<file path="config.mk">
export PLATFORM = sky130hd
export DESIGN_NAME = clock_counter_seven_seg_scan_core
export DESIGN_NICKNAME = d
export VERILOG_FILES = /design/src/hdl/ccss_pkg.sv /design/src/hdl/clock_counter_seven_seg_scan_core.sv
export VERILOG_INCLUDE_DIRS = /design/src /design/src/hdl
export SDC_FILE = /design/constraint.sdc
export NUM_CORES = 1
export LEC_CHECK = 0
export BUFFER_PORTS_ARGS = -buffer_cell sky130_fd_sc_hd__buf_2
export CAP_MARGIN = 20
export CELL_PAD_IN_SITES_DETAIL_PLACEMENT = 1
export CELL_PAD_IN_SITES_GLOBAL_PLACEMENT = 2
export CORE_MARGIN = 4
export CORE_UTILIZATION = 38
export CTS_CLUSTER_SIZE = 20
export DETAILED_ROUTE_END_ITERATION = 8
export PLACE_DENSITY_LB_ADDON = 0.1
export SETUP_SLACK_MARGIN = 0.4
export SKIP_LAST_GASP = 1
export SLEW_MARGIN = 20
export SYNTH_ARGS = -nofsm -noshare
export SYNTH_HDL_FRONTEND = slang
export SYNTH_SLANG_ARGS = --single-unit
</file>
<file path="constraint.sdc">
create_clock -name clock -period 12.74 [get_ports clock]
set_clock_uncertainty 0.15 [all_clocks]
set_input_delay 0.637 -clock clock [delete_from_list [all_inputs] [get_ports clock]]
set_output_delay 0.637 -clock clock [all_outputs]
set_load 0.02 [all_outputs]
</file>
<file path="src/hdl/clock_counter_seven_seg_scan_core_defines.svh">
// ----------------------------------------------------------------------------
// clock_counter_seven_seg_scan_core_defines
// assertion macros shared by the display clock core
// ----------------------------------------------------------------------------
`ifndef CLOCK_COUNTER_SEVEN_SEG_SCAN_CORE_DEFINES_SVH
`define CLOCK_COUNTER_SEVEN_SEG_SCAN_CORE_DEFINES_SVH

// same-cycle implication, disabled while reset is high
`define CCSS_ASSERT_NOW(lbl, clk, rst, ante, cons, msg) \
   lbl: assert property (@(posedge clk) disable iff (rst) (ante) |-> (cons)) \
      else $error(msg);

// next-cycle implication, disabled while reset is high
`define CCSS_ASSERT_NEXT(lbl, clk, rst, ante, cons, msg) \
   lbl: assert property (@(posedge clk) disable iff (rst) (ante) |=> (cons)) \
      else $error(msg);

`endif

</file>
<file path="src/hdl/ccss_pkg.sv">
// ----------------------------------------------------------------------------
// ccss_pkg
// types, constants and helpers of the seven-segment scan clock
// ----------------------------------------------------------------------------
`timescale 1ns / 1ps
`default_nettype none

package ccss_pkg;

   localparam int unsigned NUM_DIGITS  = 4;
   localparam int unsigned DIGIT_IDX_W = $clog2(NUM_DIGITS);

   localparam int unsigned TPS_W   = 16;
   localparam int unsigned COUNT_W = 7;
   localparam int unsigned BCD_W   = 4;
   localparam int unsigned SEG_W   = 8;

   localparam logic [TPS_W-1:0]   TPS_RESET       = 16'd100;
   localparam logic [COUNT_W-1:0] SEC_LIMIT_RESET = 7'd5;
   localparam logic [COUNT_W-1:0] MIN_LIMIT_RESET = 7'd3;
   localparam logic [COUNT_W-1:0] LIMIT_MAX       = 7'd99;

   // register map, word index
   typedef enum logic [1:0] {
      REG_TICKS_PER_SECOND = 2'd0,
      REG_SECONDS_LIMIT    = 2'd1,
      REG_MINUTES_LIMIT    = 2'd2
   } csr_index_type;

   // zero reads as one, above 99 saturates
   function automatic logic [COUNT_W-1:0] eff_limit(input logic [COUNT_W-1:0] v);
      logic [COUNT_W-1:0] r;
      if (v == '0) r = 7'd1;
      else if (v > LIMIT_MAX) r = LIMIT_MAX;
      else r = v;
      return r;
   endfunction

   // tens digit by reciprocal multiply, exact for 7-bit values
   function automatic logic [BCD_W-1:0] tens_of(input logic [COUNT_W-1:0] v);
      logic [14:0] p;
      p = 15'(v) * 15'd205;
      return p[14:11];
   endfunction

   function automatic logic [BCD_W-1:0] ones_of(input logic [COUNT_W-1:0] v);
      logic [COUNT_W-1:0] t;
      t = COUNT_W'(tens_of(v)) * 7'd10;
      return BCD_W'(v - t);
   endfunction

   // active-low segments, dp off, bit6 a down to bit0 g
   function automatic logic [SEG_W-1:0] seg_decode(input logic [BCD_W-1:0] d);
      logic [SEG_W-1:0] s;
      case (d)
         4'd0:    s = 8'h81;
         4'd1:    s = 8'hCF;
         4'd2:    s = 8'h92;
         4'd3:    s = 8'h86;
         4'd4:    s = 8'hCC;
         4'd5:    s = 8'hA4;
         4'd6:    s = 8'hA0;
         4'd7:    s = 8'h8F;
         4'd8:    s = 8'h80;
         4'd9:    s = 8'h84;
         default: s = 8'hFF;
      endcase
      return s;
   endfunction

endpackage

`default_nettype wire

</file>
<file path="src/hdl/clock_counter_seven_seg_scan_core.sv">
// ----------------------------------------------------------------------------
// clock_counter_seven_seg_scan_core
// minutes:seconds counter driving a four-digit multiplexed seven-segment display
// ----------------------------------------------------------------------------
// Usage:
//   req channel: one beat per timer tick event. req_from_clock_timer = 1 is a
//   clock tick; 0 is a tick of another timer, accepted and dropped with no
//   rsp beat.
//   rsp channel: one beat per clock tick with the active-low segment pattern
//   of the scanned digit and its one-hot digit enable.
//   csr port: APB-style, ticks_per_second at 0x0, seconds_limit at 0x4,
//   minutes_limit at 0x8; pready is tied high, writes land in the access
//   cycle. Write only while the block is idle.
// Timing and throughput:
//   a clock tick shows on rsp the cycle after its req beat; one beat per cycle
//   unless rsp stalls, set by the single output register after the counter update.
// Reset:
//   counters, digits and scan index clear, limits return to 100 / 5 / 3.
// Stall:
//   while rsp holds a beat that is not taken, req_ready drops; it stays high
//   whenever the output register is empty or being drained.
// ----------------------------------------------------------------------------
`timescale 1ns / 1ps
`default_nettype none
`include "clock_counter_seven_seg_scan_core_defines.svh"

module clock_counter_seven_seg_scan_core (
   input  wire logic                          clock,
   input  wire logic                          reset,
   // tick channel
   input  wire logic                          req_valid,
   output logic                               req_ready,
   input  wire logic                          req_from_clock_timer,
   // display channel
   output logic                               rsp_valid,
   input  wire logic                          rsp_ready,
   output logic [ccss_pkg::SEG_W-1:0]         rsp_segment_pattern,
   output logic [ccss_pkg::NUM_DIGITS-1:0]    rsp_digit_enable,
   // register port
   input  wire logic                          csr_psel,
   input  wire logic                          csr_penable,
   input  wire logic                          csr_pwrite,
   input  wire logic [3:0]                    csr_paddr,
   input  wire logic [31:0]                   csr_pwdata,
   output logic [31:0]                        csr_prdata,
   output logic                               csr_pready
);
   import ccss_pkg::*;

   // configuration
   logic [TPS_W-1:0]   tps_ff;
   logic [COUNT_W-1:0] sec_limit_ff;
   logic [COUNT_W-1:0] min_limit_ff;

   // counting state
   logic [TPS_W-1:0]       prescale_ff,  prescale_in;
   logic [COUNT_W-1:0]     seconds_ff,   seconds_in;
   logic [COUNT_W-1:0]     minutes_ff,   minutes_in;
   logic [BCD_W-1:0]       digits_ff [NUM_DIGITS];
   logic [BCD_W-1:0]       digits_in [NUM_DIGITS];
   logic [DIGIT_IDX_W-1:0] scan_ff,      scan_in;

   // output register
   logic                   rsp_valid_ff, rsp_valid_in;
   logic [SEG_W-1:0]       rsp_seg_ff,   rsp_seg_in;
   logic [NUM_DIGITS-1:0]  rsp_en_ff,    rsp_en_in;

   logic          req_accept;
   logic          tick;
   logic          csr_write;
   csr_index_type csr_index;

   logic [TPS_W:0]     prescale_sum;
   logic [TPS_W-1:0]   tps_eff;
   logic [COUNT_W-1:0] seconds_sum;
   logic [COUNT_W-1:0] minutes_sum;
   logic               second_wrap;
   logic               seconds_wrap;

   // handshake
   assign req_ready  = !rsp_valid_ff || rsp_ready;
   assign req_accept = req_valid && req_ready;
   assign tick       = req_accept && req_from_clock_timer;

   assign csr_pready = 1'b1;
   assign csr_write  = csr_psel && csr_penable && csr_pwrite;
   assign csr_index  = csr_index_type'(csr_paddr[3:2]);

   // register writes
   always_ff @(posedge clock) begin
      if (reset) begin
         tps_ff       <= TPS_RESET;
         sec_limit_ff <= SEC_LIMIT_RESET;
         min_limit_ff <= MIN_LIMIT_RESET;
      end else if (csr_write) begin
         unique case (csr_index)
            REG_TICKS_PER_SECOND: tps_ff       <= csr_pwdata[TPS_W-1:0];
            REG_SECONDS_LIMIT:    sec_limit_ff <= csr_pwdata[COUNT_W-1:0];
            REG_MINUTES_LIMIT:    min_limit_ff <= csr_pwdata[COUNT_W-1:0];
            default: ;
         endcase
      end
   end

   // register reads
   always_comb begin
      unique case (csr_index)
         REG_TICKS_PER_SECOND: csr_prdata = 32'(tps_ff);
         REG_SECONDS_LIMIT:    csr_prdata = 32'(sec_limit_ff);
         REG_MINUTES_LIMIT:    csr_prdata = 32'(min_limit_ff);
         default:              csr_prdata = '0;
      endcase
   end

   // prescaler, scan index, seconds and minutes advance, digits latched on each second
   always_comb begin
      tps_eff      = (tps_ff == '0) ? TPS_W'(1) : tps_ff;
      prescale_sum = (TPS_W+1)'(prescale_ff) + (TPS_W+1)'(1);
      second_wrap  = prescale_sum >= (TPS_W+1)'(tps_eff);
      seconds_sum  = seconds_ff + COUNT_W'(1);
      seconds_wrap = seconds_sum >= eff_limit(sec_limit_ff);
      minutes_sum  = minutes_ff + COUNT_W'(1);

      prescale_in = prescale_ff;
      seconds_in  = seconds_ff;
      minutes_in  = minutes_ff;
      digits_in   = digits_ff;
      scan_in     = scan_ff;

      if (tick) begin
         scan_in = scan_ff + DIGIT_IDX_W'(1);
         if (second_wrap) begin
            prescale_in = '0;
            if (seconds_wrap) begin
               seconds_in = '0;
               minutes_in = (minutes_sum >= eff_limit(min_limit_ff)) ? '0 : minutes_sum;
            end else begin
               seconds_in = seconds_sum;
            end
            digits_in[0] = tens_of(minutes_in);
            digits_in[1] = ones_of(minutes_in);
            digits_in[2] = tens_of(seconds_in);
            digits_in[3] = ones_of(seconds_in);
         end else begin
            prescale_in = prescale_sum[TPS_W-1:0];
         end
      end
   end

   always_ff @(posedge clock) begin
      if (reset) begin
         prescale_ff <= '0;
         seconds_ff  <= '0;
         minutes_ff  <= '0;
         scan_ff     <= '0;
         for (int i = 0; i < NUM_DIGITS; i++) digits_ff[i] <= '0;
      end else begin
         prescale_ff <= prescale_in;
         seconds_ff  <= seconds_in;
         minutes_ff  <= minutes_in;
         scan_ff     <= scan_in;
         digits_ff   <= digits_in;
      end
   end

   // output beat: pattern and enable of the newly scanned digit
   always_comb begin
      rsp_valid_in = rsp_valid_ff && !rsp_ready;
      rsp_seg_in   = rsp_seg_ff;
      rsp_en_in    = rsp_en_ff;
      if (tick) begin
         rsp_valid_in = 1'b1;
         rsp_seg_in   = seg_decode(digits_in[scan_in]);
         rsp_en_in    = NUM_DIGITS'(1) << scan_in;
      end
   end

   always_ff @(posedge clock) begin
      if (reset) begin
         rsp_valid_ff <= 1'b0;
      end else begin
         rsp_valid_ff <= rsp_valid_in;
      end
   end

   always_ff @(posedge clock) begin
      rsp_seg_ff <= rsp_seg_in;
      rsp_en_ff  <= rsp_en_in;
   end

   assign rsp_valid           = rsp_valid_ff;
   assign rsp_segment_pattern = rsp_seg_ff;
   assign rsp_digit_enable    = rsp_en_ff;

   // checks
   `CCSS_ASSERT_NEXT(a_tick_gives_beat, clock, reset, tick, rsp_valid_ff, "clock tick lost its beat")
   `CCSS_ASSERT_NEXT(a_prescale_idle, clock, reset, !tick, $stable(prescale_ff), "prescaler moved without a tick")
   `CCSS_ASSERT_NOW(a_count_range, clock, reset, 1'b1, (seconds_ff < LIMIT_MAX) && (minutes_ff < LIMIT_MAX), "count beyond limit range")
   `CCSS_ASSERT_NOW(a_enable_onehot, clock, reset, rsp_valid_ff, $onehot(rsp_en_ff), "digit enable not one-hot")

endmodule

`default_nettype wire
</file>
Yosys cells after proc, flatten, opt, wreduce, memory -nomap -nowiden
Memory sizes are Yosys's and may differ from the RTL's. A register that Yosys moved wholly into a read port is not among the register bits.
Index checks and enable logic that the tools add are counted.
{"block": "classes", "add_sub_neg": 6, "multipliers": 4, "n_lt_le_gt_ge": 6, "eq_ne": 2, "shifts": 1, "n_mux": 24, "n_bitwise": 1, "n_reduce_logical": 16}
{"operator": "7-bit 2-to-1 mux", "count": 14}
{"operator": "16-bit 2-to-1 mux", "count": 4}
{"operator": "16-bit one-hot mux with 3 select lines", "count": 1}
{"operator": "7-bit by 8-bit multiplier with 15-bit output (second input constant)", "count": 2}
{"operator": "16-bit by 1-bit adder with 17-bit output (second input constant)", "count": 1}
{"operator": "17-bit by 16-bit >= comparator with 1-bit output", "count": 1}
{"operator": "16-bit logical NOT", "count": 1}
{"operator": "7-bit by 1-bit adder with 7-bit output (second input constant)", "count": 2}
{"operator": "7-bit >= comparator", "count": 2}
{"operator": "7-bit greater-than comparator (second input constant)", "count": 2}
{"operator": "7-bit logical NOT", "count": 2}
{"operator": "4-bit binary-select mux with 2-bit select", "count": 1}
{"operator": "4-bit by 3-bit multiplier with 3-bit output (second input constant)", "count": 2}
{"operator": "4-bit 2-to-1 mux", "count": 2}
{"operator": "2-bit AND reduction", "count": 4}
{"operator": "4-bit subtractor", "count": 2}
{"operator": "1-bit logical AND", "count": 5}
{"operator": "1-bit by 2-bit << shifter with 4-bit output (first input constant)", "count": 1}
{"operator": "3-bit >= comparator (second input constant)", "count": 1}
{"operator": "2-bit inverter with 3-bit output", "count": 1}
{"operator": "2-bit by 1-bit adder with 2-bit output (second input constant)", "count": 1}
{"operator": "2-bit by 1-bit == test with 1-bit output (second input constant)", "count": 1}
{"operator": "2-bit == test (second input constant)", "count": 1}
{"operator": "1-bit logical NOT", "count": 2}
{"operator": "4 further kinds", "count": 4}
{"block": "word_totals", "ff_bits": 91, "romBits": 112, "mem_count": 1}
{"name": "(no name shown)", "depth": 16, "word_bits": 7, "read_ports": 1, "rd_clocked_by_memory_dff": 1, "wr": 0, "line_no": "ccss_pkg.sv:55", "source": "case (d)"}

Logic depth before layout (Yosys ltp)
{"block": "logic_depth", "word_depth": 20, "depth_mapped": 36, "depth_no_buf": 35}

Worst setup path before layout
Ideal clock, no wire load.
{"block": "synth_path", "kind": "flip-flop to flip-flop", "from": "register seconds_ff[0]", "to": "register rsp_seg_ff[2] (netlist: rsp_segment_pattern[2]) (data pin)", "setup_ns": 0.258, "t_arrival_ns": 7.624, "setup_slack_ns": 4.708, "path_stages_with_launch": 34, "period_less_slack_ns": 8.032, "cell_sequence": "dfxtp_1 > ha_1 > nand3_1 > nor2_1 > xor2_1 > ha_1 > a21oi_1 > o21ai_1 > a21oi_4 > clkbuf_1 > nor2_1 > a22o_1 > ha_1 > ha_1 > fa_1 > inv_1 > fa_1 > inv_1 > ha_1 > nand4_1 > nor3b_1 > nand3_1 > a311oi_2 > nor2_1 > inv_1 > ha_1 > inv_1 > fa_1 > or3_1 > a211oi_1 > or4b_1 > nand3b_1 > or4_1 > o221a_1"}
{"block": "synth_via", "elab_chain_len": 13, "word_cells_on_any_way": 19, "cone_classes": "add/sub: 3; mul: 4; order compare: 1; mux: 11"}
{"element": "start: declaration", "line_no": "clock_counter_seven_seg_scan_core.sv:57", "source": "logic [COUNT_W-1:0] seconds_ff, seconds_in;"}
{"element": "start signal: assignment", "line_no": "clock_counter_seven_seg_scan_core.sv:159", "source": "seconds_ff <= seconds_in;"}
{"element": "7-bit by 1-bit adder with 7-bit output (*)", "line_no": "clock_counter_seven_seg_scan_core.sv:120", "source": "seconds_sum = seconds_ff + COUNT_W'(1);"}
{"element": "7-bit >= comparator", "line_no": "clock_counter_seven_seg_scan_core.sv:121", "source": "seconds_wrap = seconds_sum >= eff_limit(sec_limit_ff);"}
{"element": "7-bit 2-to-1 mux", "line_no": "clock_counter_seven_seg_scan_core.sv:134", "source": "if (seconds_wrap) begin"}
{"element": "7-bit 2-to-1 mux", "line_no": "clock_counter_seven_seg_scan_core.sv:132", "source": "if (second_wrap) begin"}
{"element": "7-bit 2-to-1 mux", "line_no": "clock_counter_seven_seg_scan_core.sv:130", "source": "if (tick) begin"}
{"element": "7-bit by 8-bit multiplier with 15-bit output", "line_no": "ccss_pkg.sv:42", "source": "p = 15'(v) * 15'd205;"}
{"element": "4-bit by 3-bit multiplier with 3-bit output", "line_no": "ccss_pkg.sv:48", "source": "t = COUNT_W'(tens_of(v)) * 7'd10;"}
{"element": "4-bit subtractor", "line_no": "ccss_pkg.sv:49", "source": "return BCD_W'(v - t);"}
{"element": "16-bit 2-to-1 mux (*)", "line_no": "clock_counter_seven_seg_scan_core.sv:132"}
{"element": "16-bit 2-to-1 mux (*)", "line_no": "clock_counter_seven_seg_scan_core.sv:130"}
{"element": "4-bit binary-select mux with 2-bit select (*)", "line_no": "clock_counter_seven_seg_scan_core.sv:173", "source": "rsp_seg_in = seg_decode(digits_in[scan_in]);"}
{"element": "4-bit 2-to-1 mux (implied by the code) (*) (2 in series)", "line_no": "clock_counter_seven_seg_scan_core.sv:173"}
{"element": "end: declaration", "line_no": "clock_counter_seven_seg_scan_core.sv:65", "source": "logic [SEG_W-1:0] rsp_seg_ff, rsp_seg_in;"}
Every way passes the cells marked *; elsewhere a longest branch is shown, timed or not. The select of a mux whose other input is x is not followed.
A chain may end at the register's enable or synchronous reset.

Worst setup path in the final report
{"block": "layout_path", "from": "register minutes_ff[0]", "to": "register rsp_seg_ff[2] (netlist: rsp_segment_pattern[2]) (data pin)"}
{"block": "layout_via", "elab_chain_len": 14}
{"element": "start: declaration", "line_no": "clock_counter_seven_seg_scan_core.sv:58", "source": "logic [COUNT_W-1:0] minutes_ff, minutes_in;"}
{"element": "start signal: assignment", "line_no": "clock_counter_seven_seg_scan_core.sv:160", "source": "minutes_ff <= minutes_in;"}
{"element": "7-bit by 1-bit adder with 7-bit output", "line_no": "clock_counter_seven_seg_scan_core.sv:122", "source": "minutes_sum = minutes_ff + COUNT_W'(1);"}
{"element": "7-bit >= comparator", "line_no": "clock_counter_seven_seg_scan_core.sv:136", "source": "minutes_in = (minutes_sum >= eff_limit(min_limit_ff)) ? '0 : minutes_sum;"}
{"element": "7-bit 2-to-1 mux", "line_no": "clock_counter_seven_seg_scan_core.sv:136"}
{"element": "7-bit 2-to-1 mux (*)", "line_no": "clock_counter_seven_seg_scan_core.sv:134"}
{"element": "7-bit 2-to-1 mux (*)", "line_no": "clock_counter_seven_seg_scan_core.sv:132"}
{"element": "7-bit 2-to-1 mux (*)", "line_no": "clock_counter_seven_seg_scan_core.sv:130"}
{"element": "7-bit by 8-bit multiplier with 15-bit output", "line_no": "ccss_pkg.sv:42"}
{"element": "4-bit by 3-bit multiplier with 3-bit output", "line_no": "ccss_pkg.sv:48"}
{"element": "4-bit subtractor", "line_no": "ccss_pkg.sv:49"}
{"element": "16-bit 2-to-1 mux (*)", "line_no": "clock_counter_seven_seg_scan_core.sv:132"}
{"element": "16-bit 2-to-1 mux (*)", "line_no": "clock_counter_seven_seg_scan_core.sv:130"}
{"element": "4-bit binary-select mux with 2-bit select (*)", "line_no": "clock_counter_seven_seg_scan_core.sv:173"}
{"element": "4-bit 2-to-1 mux (implied by the code) (*) (2 in series)", "line_no": "clock_counter_seven_seg_scan_core.sv:173"}
Marked as above.

==> impl_metrics.csv <==
group,metric,value,unit
clocking,clk_pin_slew,70,ps
placement,dpl.hpwl,16830,um
sta,rsz0062_at_grt,"no",
sta,timing.slew.headroom,0.3010,
critical_path,cp-startpoint,"minutes_ff[0]$_SDFFE_PP0P_",
logic_synthesis,synth_area_leaders,"dfxtp_1, ha_1, nand2_1",
clocking,htree_num_levels,3,
power,power_density,74.34,mW/mm2
grt,first_global_vias,7005,
clocking,tritoncts,"done",
route,drt-total-wl,21230,um
grt,grt_pass1_wl,35660,um
critical_path,crit_slowest_cell,"o21ai_0",
critical_path,cp.required,12700,ps
floorplan,die_h,149.4,um
power,p_sw,0.1769,mW
grt,track_usage,0.1966,
layout,nNetsFinal,1135,
sta,worst_pin_slew,1022,ps
sta,fmax,108.0,MHz
flow_run,drv_cap,0,
critical_path,end_kind,"register",
sta,period_minus_slack,9256,ps
power,pwr-share-seq,0.474,
power,p_clk_frac,0.447,
power,p_int,0.4447,mW
layout,utilization,0.4268,
clocking,holdBufCountCts,0,
route,first_pass_iters,4,
placement,portBuffers,54,
layout,fin_area,0.008362,mm2
critical_path,reg2reg_from,"minutes_ff[0]$_SDFFE_PP0P_",
status,status,"complete, no violations",
logic_synthesis,synth.cell_area,0.007602,mm2
layout,final_layout_size_suffix_gt1_frac,0.1021,
logic_synthesis,ys_seq_area_frac,0.2515,
sta,fin_setup_tns,0,ps
layout,area_delta_synth_final,9.990,%
sta,hold_viol_final,0,
power,pwr-share-comb,0.079,
sta,setup_viol,0,
critical_path,crit_fanout,7,
sta,drv_slew,0,
logic_synthesis,yosysTopAreaCell,"dfxtp_1",
critical_path,r2r_slack,3480,ps
route,drt_iter0_markers,216,
logic_synthesis,yosysTopAreaCellShare,0.2080,
route,vias_per_cell,5.308,
route,routedWlPerCell,17.19,um
clocking,cts_resized,0,
min_path,hp-class,"register to register",
logic_synthesis,ys_async_sr_fraction,0,
power,switching_share,0.2846,
sta,finalCritPeriodShare,0.7265,
route,num_vias,6555,
placement,placed_area,0.008048,mm2
clocking,clockBufferDepth,2,
logic_synthesis,synthFlopType,"dfxtp_1",
critical_path,critPathArrivalTime,9210,ps
power,irDropWorstVdd,0.06127,mV
floorplan,die_w,149.4,um
logic_synthesis,synthTopCellsByCount,"nand2_1, ha_1, nor2_1, inv_1, dfxtp_1",
route,remaining_drc_errors,0,
grt,grt_max_degree,80,
critical_path,cp_common_cell,"ha_1",
logic_synthesis,synth_most_common_cell,"nand2_1",
placement,gp_congestion,0.8232,
floorplan,initial_core_util,0.3881,
logic_synthesis,netlist_instances,930,
critical_path,critPathMaxStageDelay,570,ps
clocking,root_buffer,"clkbuf_16",
critical_path,startpoint_type,"register",
clocking,post-cts-setup-buffers,0,
clocking,clock_latency,360,ps
floorplan,ios,91,
floorplan,rows,51,
logic_synthesis,synth_edf_count,11,
grt,grt-ovfl-total,0,
logic_synthesis,avgSynthCellArea,8.175,um2
floorplan,dieArea,0.02233,mm2
clocking,cts_buffers,9,
critical_path,worstSetupPathType,"register to register",
min_path,worstHoldStart,"digits_ff[10]$_SDFF_PP0_",
logic_synthesis,yosysUniqueCellTypes,78,
layout,n_antenna_cell,0,
grt,grt_antenna_before_repair,0,
power,p_leak,3.863,nW
logic_synthesis,yosysWarnings,0,
logic_synthesis,ys_ff_latch,90,
floorplan,coreArea,0.01959,mm2
clocking,clkSinkCount,90,
route,antenna_left,0,
through the flow:
step           std cells  total power [mW]  worst slack [ps]  hold WS [ps]
4_1_cts             1235            0.6303              3412         327.2
2_1_floorplan        946            0.3374              4708         285.9
3_5_place_dp        1219            0.3503              3472         316.6
6_report            1235            0.6216              3484         325.7
3_3_place_gp        1219            0.3484              3628         293.3
5_1_grt             1235            0.6465              2749         341.2
path summary, 6_finish.rpt:
kind,endpoint,cells past startpoint
worst max-delay path,rsp_segment_pattern[2]$_DFFE_PP_,32
worst min-delay path,digits_ff[10]$_SDFF_PP0_,2
worst max register to register,rsp_segment_pattern[2]$_DFFE_PP_,32
worst min register to register,digits_ff[10]$_SDFF_PP0_,2
worst max-delay path: cells and delay by family, from the launching register on:
family,cells,cell delay (ps)
fa+ha+maj,9,2970
simple gates,12,2940
compound gates,6,1960
flops,1,480
buf+inv,4,240
xor+xnor,1,230
power groups by stage:
| stage | Clock [mW] | Sequential [mW] | Combinational (mW) |
|---|---|---|---|
| after floorplan | 0 | 0.301 | 0.0361 |
| after global placement | 0 | 0.301 | 0.0476 |
| after detailed placement | 0 | 0.301 | 0.0494 |
| after CTS | 0.287 | 0.294 | 0.0495 |
| after global routing | 0.297 | 0.295 | 0.0549 |
| final | 0.278 | 0.294 | 0.0494 |
final cells by class:
type	count	area (um2)
fill	2390	11230
multi-input combinational	720	5186
sequential	90	1912
tap	265	331.6
timing repair buffer	60	315.3
inverter	84	315.3
clock buffer	9	225.2
clock inverter	7	76.32
state kept, by name, summed over array words and instances, names as in the netlist:
| name | flops |
|---|---|
| seconds_ff | 7 |
| rsp_valid | 1 |
| rsp_digit_enable | 4 |
| tps_ff | 16 |
| sec_limit_ff | 7 |
| minutes_ff | 7 |
| rsp_segment_pattern | 7 |
| min_limit_ff | 7 |
| prescale_ff | 16 |
| digits_ff | 16 |
| scan_ff | 2 |
routing by layer:
metal / vias up / global-route usage / share of wire
met4: 0 / 0.04302 / 0.0073
li1: 3269 / - / -
met3: 10 / 0.02483 / 0.027
met2: 87 / 0.3274 / 0.48
met5: - / 0 / 0
met1: 3189 / 0.2739 / 0.49
kinds of logic after synthesis:
kind of cell / after synthesis / share of synthesized area
AND/OR/NAND/NOR: 335 / 0.2052
flip-flops: 90 / 0.2515
other: 2 / 0.0009879
multiplexers: 28 / 0.03703
XOR/XNOR: 39 / 0.04691
AO/OA/AOI/OAI: 174 / 0.1567
adder cells (fa/ha/maj): 126 / 0.2251
buffers and inverters: 136 / 0.07653
cell usage in the layout (no fill, tap or decap), drive strengths merged, types with 4 or more instances in the layout:
master / instances
and2: 4
or3: 5
dfxtp: 79
o21ai: 29
o211ai: 4
xor2: 11
and3: 7
o21a: 4
fa: 18
mux2i: 27
xnor2: 28
a21oi: 62
nand2b: 4
nor3: 24
nand4: 10
a21o: 7
buf: 60
a31oi: 5
ha: 108
nor2: 87
nand3b: 4
inv: 88
a211o: 10
nand3: 35
nor2b: 12
edfxtp: 11
a211oi: 13
a22oi: 4
nor4: 10
nand2: 120
conb: 18
clkbuf: 9
(Power assumes the default switching activity.)
